File: config.mk
export PLATFORM = sky130hd
export DESIGN_NAME = csch_seq
export DESIGN_NICKNAME = d
export VERILOG_FILES = /design/src/sv/csch_pkg.sv /design/src/sv/csch_seq.sv
export SDC_FILE = /design/constraint.sdc
export NUM_CORES = 1
export LEC_CHECK = 0
export BUFFER_PORTS_ARGS = -buffer_cell sky130_fd_sc_hd__buf_2
export CAP_MARGIN = 10
export CORE_MARGIN = 2
export CORE_UTILIZATION = 30
export CTS_CLUSTER_SIZE = 25
export DETAILED_ROUTE_END_ITERATION = 12
export HOLD_SLACK_MARGIN = 0.03
export SKIP_CTS_REPAIR_TIMING = 1
export SLEW_MARGIN = 15
export SYNTH_ARGS = -nofsm -noshare
export SYNTH_HDL_FRONTEND = slang
export SYNTH_SLANG_ARGS = --single-unit
File: constraint.sdc
create_clock -name aclk -period 1.8 [get_ports aclk]
set_input_delay 0 -clock aclk [delete_from_list [all_inputs] [get_ports aclk]]
set_output_delay 0 -clock aclk [all_outputs]
set_load 0.05 [all_outputs]
File: src/sv/csch_pkg.sv
// Shared constants, types and the cell level map for the confusion histogram.
// No dependencies; used by every module of the block.
package csch_pkg;

    localparam int LEVELS      = 16;
    localparam int COUNT_WIDTH = 32;
    localparam int DEPTH       = LEVELS * LEVELS;
    localparam int ADDR_W      = $clog2(DEPTH);
    localparam int LEVEL_W     = 4;
    localparam int BYTE_W      = 8;
    localparam int OUT_W       = 32;
    localparam int IN_W        = 72;
    localparam int CMD_W       = 2;

    localparam logic [CMD_W-1:0] CMD_ACCUM = 2'd0;
    localparam logic [CMD_W-1:0] CMD_READ  = 2'd1;
    localparam logic [CMD_W-1:0] CMD_CLEAR = 2'd2;

    typedef logic [COUNT_WIDTH-1:0] count_t;
    typedef logic [ADDR_W-1:0]      addr_t;

    // One access to the count store: update (write=1) or lookup.
    typedef struct packed {
        logic  valid;
        logic  write;
        addr_t addr;
    } op_t;

    // Inverse Gray map from 4-bit cell pattern to level.
    function automatic logic [LEVEL_W-1:0] level_of(input logic [3:0] pattern);
        logic [LEVEL_W-1:0] lvl;
        case (pattern)
            4'd0:    lvl = 4'd6;
            4'd1:    lvl = 4'd5;
            4'd2:    lvl = 4'd7;
            4'd3:    lvl = 4'd14;
            4'd4:    lvl = 4'd9;
            4'd5:    lvl = 4'd12;
            4'd6:    lvl = 4'd8;
            4'd7:    lvl = 4'd13;
            4'd8:    lvl = 4'd3;
            4'd9:    lvl = 4'd4;
            4'd10:   lvl = 4'd2;
            4'd11:   lvl = 4'd15;
            4'd12:   lvl = 4'd10;
            4'd13:   lvl = 4'd11;
            4'd14:   lvl = 4'd1;
            default: lvl = 4'd0;
        endcase
        return lvl;
    endfunction

    function automatic logic in_range(input logic [LEVEL_W-1:0] lvl);
        return {1'b0, lvl} < (LEVEL_W + 1)'(LEVELS);
    endfunction

    function automatic addr_t pair_addr(input logic [LEVEL_W-1:0] rd,
                                        input logic [LEVEL_W-1:0] wr);
        return ADDR_W'(32'(rd) * LEVELS + 32'(wr));
    endfunction

endpackage

File: src/sv/csch_seq.sv
// Bit-position sequencer: walks the eight cell positions MSB first and issues
// one count-store update per cycle. Depends on csch_pkg.
module csch_seq (
    input  logic                                 aclk,
    input  logic                                 aresetn,
    input  logic                                 start_i,
    input  logic [4*csch_pkg::BYTE_W-1:0]        written_i, // lower, middle, upper, top
    input  logic [4*csch_pkg::BYTE_W-1:0]        read_i,    // lower, middle, upper, top
    output csch_pkg::op_t                        op_o,
    output logic                                 done_o
);

    logic [csch_pkg::BYTE_W-1:0] wr_byte_reg [4];
    logic [csch_pkg::BYTE_W-1:0] rd_byte_reg [4];
    logic [2:0]                  pos_cnt_reg;
    logic                        active_reg;
    logic [3:0]                  wr_pat;
    logic [3:0]                  rd_pat;
    logic [csch_pkg::LEVEL_W-1:0] wr_lvl;
    logic [csch_pkg::LEVEL_W-1:0] rd_lvl;

    // Current cell pattern = MSBs of the four page bytes, top page highest.
    always_comb begin
        for (int p = 0; p < 4; p++) begin
            wr_pat[p] = wr_byte_reg[p][csch_pkg::BYTE_W-1];
            rd_pat[p] = rd_byte_reg[p][csch_pkg::BYTE_W-1];
        end
        wr_lvl = csch_pkg::level_of(wr_pat);
        rd_lvl = csch_pkg::level_of(rd_pat);
    end

    assign op_o.valid = active_reg && csch_pkg::in_range(rd_lvl)
                        && csch_pkg::in_range(wr_lvl);
    assign op_o.write = 1'b1;
    assign op_o.addr  = csch_pkg::pair_addr(rd_lvl, wr_lvl);
    assign done_o     = active_reg && (pos_cnt_reg == 3'd7);

    always_ff @(posedge aclk) begin
        if (!aresetn) begin
            active_reg  <= 1'b0;
            pos_cnt_reg <= 3'd0;
        end else if (start_i) begin
            active_reg  <= 1'b1;
            pos_cnt_reg <= 3'd0;
        end else if (active_reg) begin
            active_reg  <= (pos_cnt_reg != 3'd7);
            pos_cnt_reg <= pos_cnt_reg + 3'd1;
        end
    end

    // Page bytes shift left so the next position is always at the MSB.
    always_ff @(posedge aclk) begin
        for (int p = 0; p < 4; p++) begin
            if (start_i) begin
                wr_byte_reg[p] <= written_i[p*csch_pkg::BYTE_W +: csch_pkg::BYTE_W];
                rd_byte_reg[p] <= read_i[p*csch_pkg::BYTE_W +: csch_pkg::BYTE_W];
            end else if (active_reg) begin
                wr_byte_reg[p] <= {wr_byte_reg[p][csch_pkg::BYTE_W-2:0], 1'b0};
                rd_byte_reg[p] <= {rd_byte_reg[p][csch_pkg::BYTE_W-2:0], 1'b0};
            end
        end
    end

endmodule

== Yosys cells after proc, flatten, opt, wreduce, memory -nomap -nowiden ==
Memory sizes are Yosys's and may differ from the RTL's.
Cells that the tools add are included.
Word-level totals
  ROM bits: 128
  bits in latches: 0
  memories kept: 4
  bits in registers: 4
  word-level logic and storage cells: 36
  bits in writable memories: 64
Memories
  (name not given): depth 16, bits a word 4, rd ports 1, clocked after Yosys merged registers in 0, write ports 0, RTL line csch_pkg.sv:32  | case (pattern)
  (name not given): depth 16, bits a word 4, rd ports 1, clocked after Yosys merged registers in 0, write ports 0, RTL line csch_pkg.sv:32
  rd_byte_reg: depth 4, bits a word 8, rd ports 4, clocked after Yosys merged registers in 0, write ports 4, RTL line csch_seq.sv:14  | logic [csch_pkg::BYTE_W-1:0] rd_byte_reg [4];
  wr_byte_reg: depth 4, bits a word 8, rd ports 4, clocked after Yosys merged registers in 0, write ports 4, RTL line csch_seq.sv:13  | logic [csch_pkg::BYTE_W-1:0] wr_byte_reg [4];
Operators by class
  shift-type cells: 0
  magnitude comparators: 0
  divide/modulo/power cells: 0
  add/sub/neg operators: 2
  reduce and logical (&&, ||, !) cells: 2
  multiply operators: 0
  mux-type cells: 15
  bitwise gates (word level): 9
  eq/ne operators: 2
Operators with widths (number)
  $mux W8: 8
  $add A8 B4 Y8: 1
  $or A1 B1 Y1: 8
  $mux W1: 7
  $add A3 B1 Y3 const B: 1
  $eq A3 B3 Y1 const B: 1
  $ne A3 B3 Y1 const B: 1
  $reduce_or A2 Y1: 1
  $logic_and A1 B1 Y1: 1
  $not A1 Y1: 1

== Longest topological paths before layout ==
  depth in word-level cells: 4
  gate-level depth with buffers: 5
  gate-level depth less buffers: 4

== Least setup slack after synthesis ==
OpenSTA, ideal clock, no wires.
  path kind: flip-flop to output port
  from: mem wr_byte_reg[0][7] in the netlist's numbering
  to: out op_o[0] in the netlist's numbering
  cell stages (with the launch flop): 4
  setup slack: 0.120 ns
  data required time: 1.800 ns
  buffers on the path: 0
  data arrival time: 1.680 ns
  path through: edfxtp_1 -> ha_1 -> xor2_1 -> xnor2_1
RTL lines
  start, declared: RTL line csch_seq.sv:13
  end, declared: RTL line csch_seq.sv:9  | output csch_pkg::op_t op_o,

==> impl_metrics.csv <==
group,metric,value,unit
floorplan,num_io_pins,78,
floorplan,die_width,107,microns
power_and_ir_drop,power.leakage,1.90,nW
clocking,path_clk_slew,0.07,ns
synthesis,synth_top_family_by_area,"multiplexers",
flow_run,maxCapViolCount,0,
detailed_routing,drtPass1Iterations,4,
synthesis,synthXorXnorAreaFrac,0.0138,
synthesis,synth.most_common_cell,"edfxtp_1",
sta,skew,0.00560,ns
synthesis,synth_fp_nets,258,
detailed_routing,antenna_left,0,
global_route,antenna_found_initial,0,
power_and_ir_drop,switching_share,0.239,
clocking,htree_levels,3,
detailed_routing,drt-vias-per-instance,4.22,
global_route,grt_util_all_layers,0.0997,
floorplan,core-area,10300,sq um
global_route,grt_max_degree,35,
final_layout,postLayoutCoreUtil,0.442,
global_route,grt_first_pass_wirelength,8.56,mm
final_layout,syn_to_final_growth,43.0,%
detailed_routing,wirelength,5.86,mm
sta,finalCriticalPeriod,1.67,ns
synthesis,ys_top_cells_by_count,"edfxtp_1, mux2_4, a22o_1",
clocking,numCtsBuffers,9,
worst_setup_path,worstPathArrival,1.67,ns
final_layout,n_antenna_cell,0,
worst_setup_path,worstSetupPathType,"flop to output pin",
power_and_ir_drop,vdd_drop_max,0.000369,V
final_layout,nets,404,
floorplan,die_h,107,microns
detailed_routing,wl_per_cell,12.4,microns
synthesis,synth.avg_cell_area,17.2,sq um
min_path,holdPathStages,3,
clocking,cts_max_path_buffers,2,
synthesis,synthAdderAreaFrac,0.0236,
worst_setup_path,cp.required,1.80,ns
clocking,root_buffer,"clkbuf_8",
power_and_ir_drop,p_comb_frac,0.185,
synthesis,synth_mux_area_frac,0.204,
power_and_ir_drop,p_switching,0.911,mW
placement,gp_congestion,0.622,
sta,final.setup.tns,0,ns
power_and_ir_drop,power.density,837,nW/um^2
synthesis,netlist_instances,185,
synthesis,ys.flop_type,"edfxtp_1",
power_and_ir_drop,seq_power_share,0.511,
floorplan,start_util,0.309,
final_layout,drive_gt1_frac,0.409,
power_and_ir_drop,p_clk_frac,0.304,
synthesis,synth_area_leaders,"edfxtp_1, mux2_4, dfxtp_1",
placement,portBuffers,76,
global_route,grt_pass1_vias,1847,
worst_setup_path,reg2reg_depth,3,
floorplan,rows,37,
placement,dp_hpwl,3.68,mm
synthesis,syn_area,3170,sq um
clocking,tritoncts,"built",
synthesis,async_reset_ff_frac,0,
detailed_routing,drc,0,
worst_setup_path,end_kind,"output pin",
detailed_routing,vias,1989,
synthesis,synth_compound_area_frac,0.0572,
sta,slew_viol_final,0,
sta,finalSetupViolCount,0,
synthesis,synth-edff-count,62,
sta,finalHoldViolCount,0,
clocking,clk-insertion-delay-late,0.34,ns
run_status,outcome,"finished clean",
synthesis,ys_ff_latch,68,
synthesis,synth_area_leader_cell,"edfxtp_1",
sta,grt_setup_unrepaired,"false",
synthesis,ys_types,26,
synthesis,seq_area_frac_synth,0.624,
global_route,overflow,0,
floorplan,dieArea,11400,sq um
sta,period_share,0.927,
sta,max_clock_freq,0.599,GHz
worst_setup_path,cp_max_fo,3,
clocking,cts_sinks,68,
worst_setup_path,startpoint_type,"flop",
min_path,hold_path.class,"primary input to flop",
synthesis,synthDominantCellAreaShare,0.587,
power_and_ir_drop,internal_power,2.89,mW
synthesis,synth_warnings,0,
detailed_routing,first_iter_violations,59,
synthesis,synth_simple_gate_area_frac,0.0390,
[metrics by stage]
step           hold WS (ns)  setup slack, ns  std cells  power, mW  cell area [sq um]
6_report              0.114            0.131        471       3.80               4540
5_1_grt               0.150           0.0302        471       3.99               4540
4_1_cts              -0.155           0.0983        406       3.76               3890
3_5_place_dp          0.209            0.402        391       2.58               3720
3_3_place_gp          0.200            0.439        391       2.56               3720
2_1_floorplan         0.109            0.120        185       2.41               3170
[layout by cell type (no fill, tap or decap), types with 4 or more instances in the layout]
cell / netlist / layout
dfxtp_1: 6 / 6
nor2b_1: 7 / 7
nand2_1: 6 / 6
edfxtp_1: 62 / 62
dlygate4sd3_1: 0 / 65
buf_12: 0 / 4
buf_2: 1 / 76
mux2_4: 41 / 41
clkbuf_8: 0 / 9
ha_1: 6 / 6
a22o_1: 13 / 13
nor2_1: 5 / 5
[area by class of cell]
cell class | instances | area, sq um
clock buffers | 12 | 135
clock inverters | 3 | 38.8
fillers | 935 | 5740
inverters | 3 | 11.3
multi-input cells | 102 | 1080
flip-flops and latches | 68 | 1980
well taps | 136 | 170
repair buffers | 147 | 1130
[critical path, cell delays in order (launching register included)]
cell and delay [ns]:
edfxtp_1 0.44, inv_1 0.10, ha_1 0.23, xor2_1 0.17
xnor2_1 0.13, buf_2 0.27
[layer usage]
layer | share of wire | up-vias | global-route usage
li1 | - | 985 | -
met1 | 0.44 | 941 | 0.106
met2 | 0.49 | 56 | 0.165
met3 | 0.055 | 7 | 0.0462
met4 | 0.011 | 0 | 0.0529
met5 | 0 | - | 0
[logic make-up (layout without fill, tap and decap cells)]
logic type,after synthesis,after routing
simple gates,23,23
other cells,1,1
compound gates,23,23
xor+xnor,5,5
mux,44,44
buf+inv,15,165
fa+ha+maj,6,6
flops,68,68
[path summary, 6_finish.rpt]
path / startpoint / slack (ns) / endpoint
hold reg to reg: wr_byte_reg[1][0] / 0.47 / wr_byte_reg[1][0]
setup reg to reg: active_reg / 0.41 / rd_byte_reg[1][2]
setup / recovery: wr_byte_reg[0][15] / 0.13 / op_o[0]
hold / removal: start_i / 0.11 / wr_byte_reg[1][0]
[power by group through the flow]
stage          Sequential [mW]  Combinational (mW)  Clock [mW]
2_1_floorplan             1.96               0.444           0
3_3_place_gp              1.97               0.586           0
3_5_place_dp              1.98               0.600           0
4_1_cts                   1.94               0.601        1.22
5_1_grt                   1.96               0.755        1.28
6_report                  1.94               0.702        1.16
(Power assumes the default switching activity.)
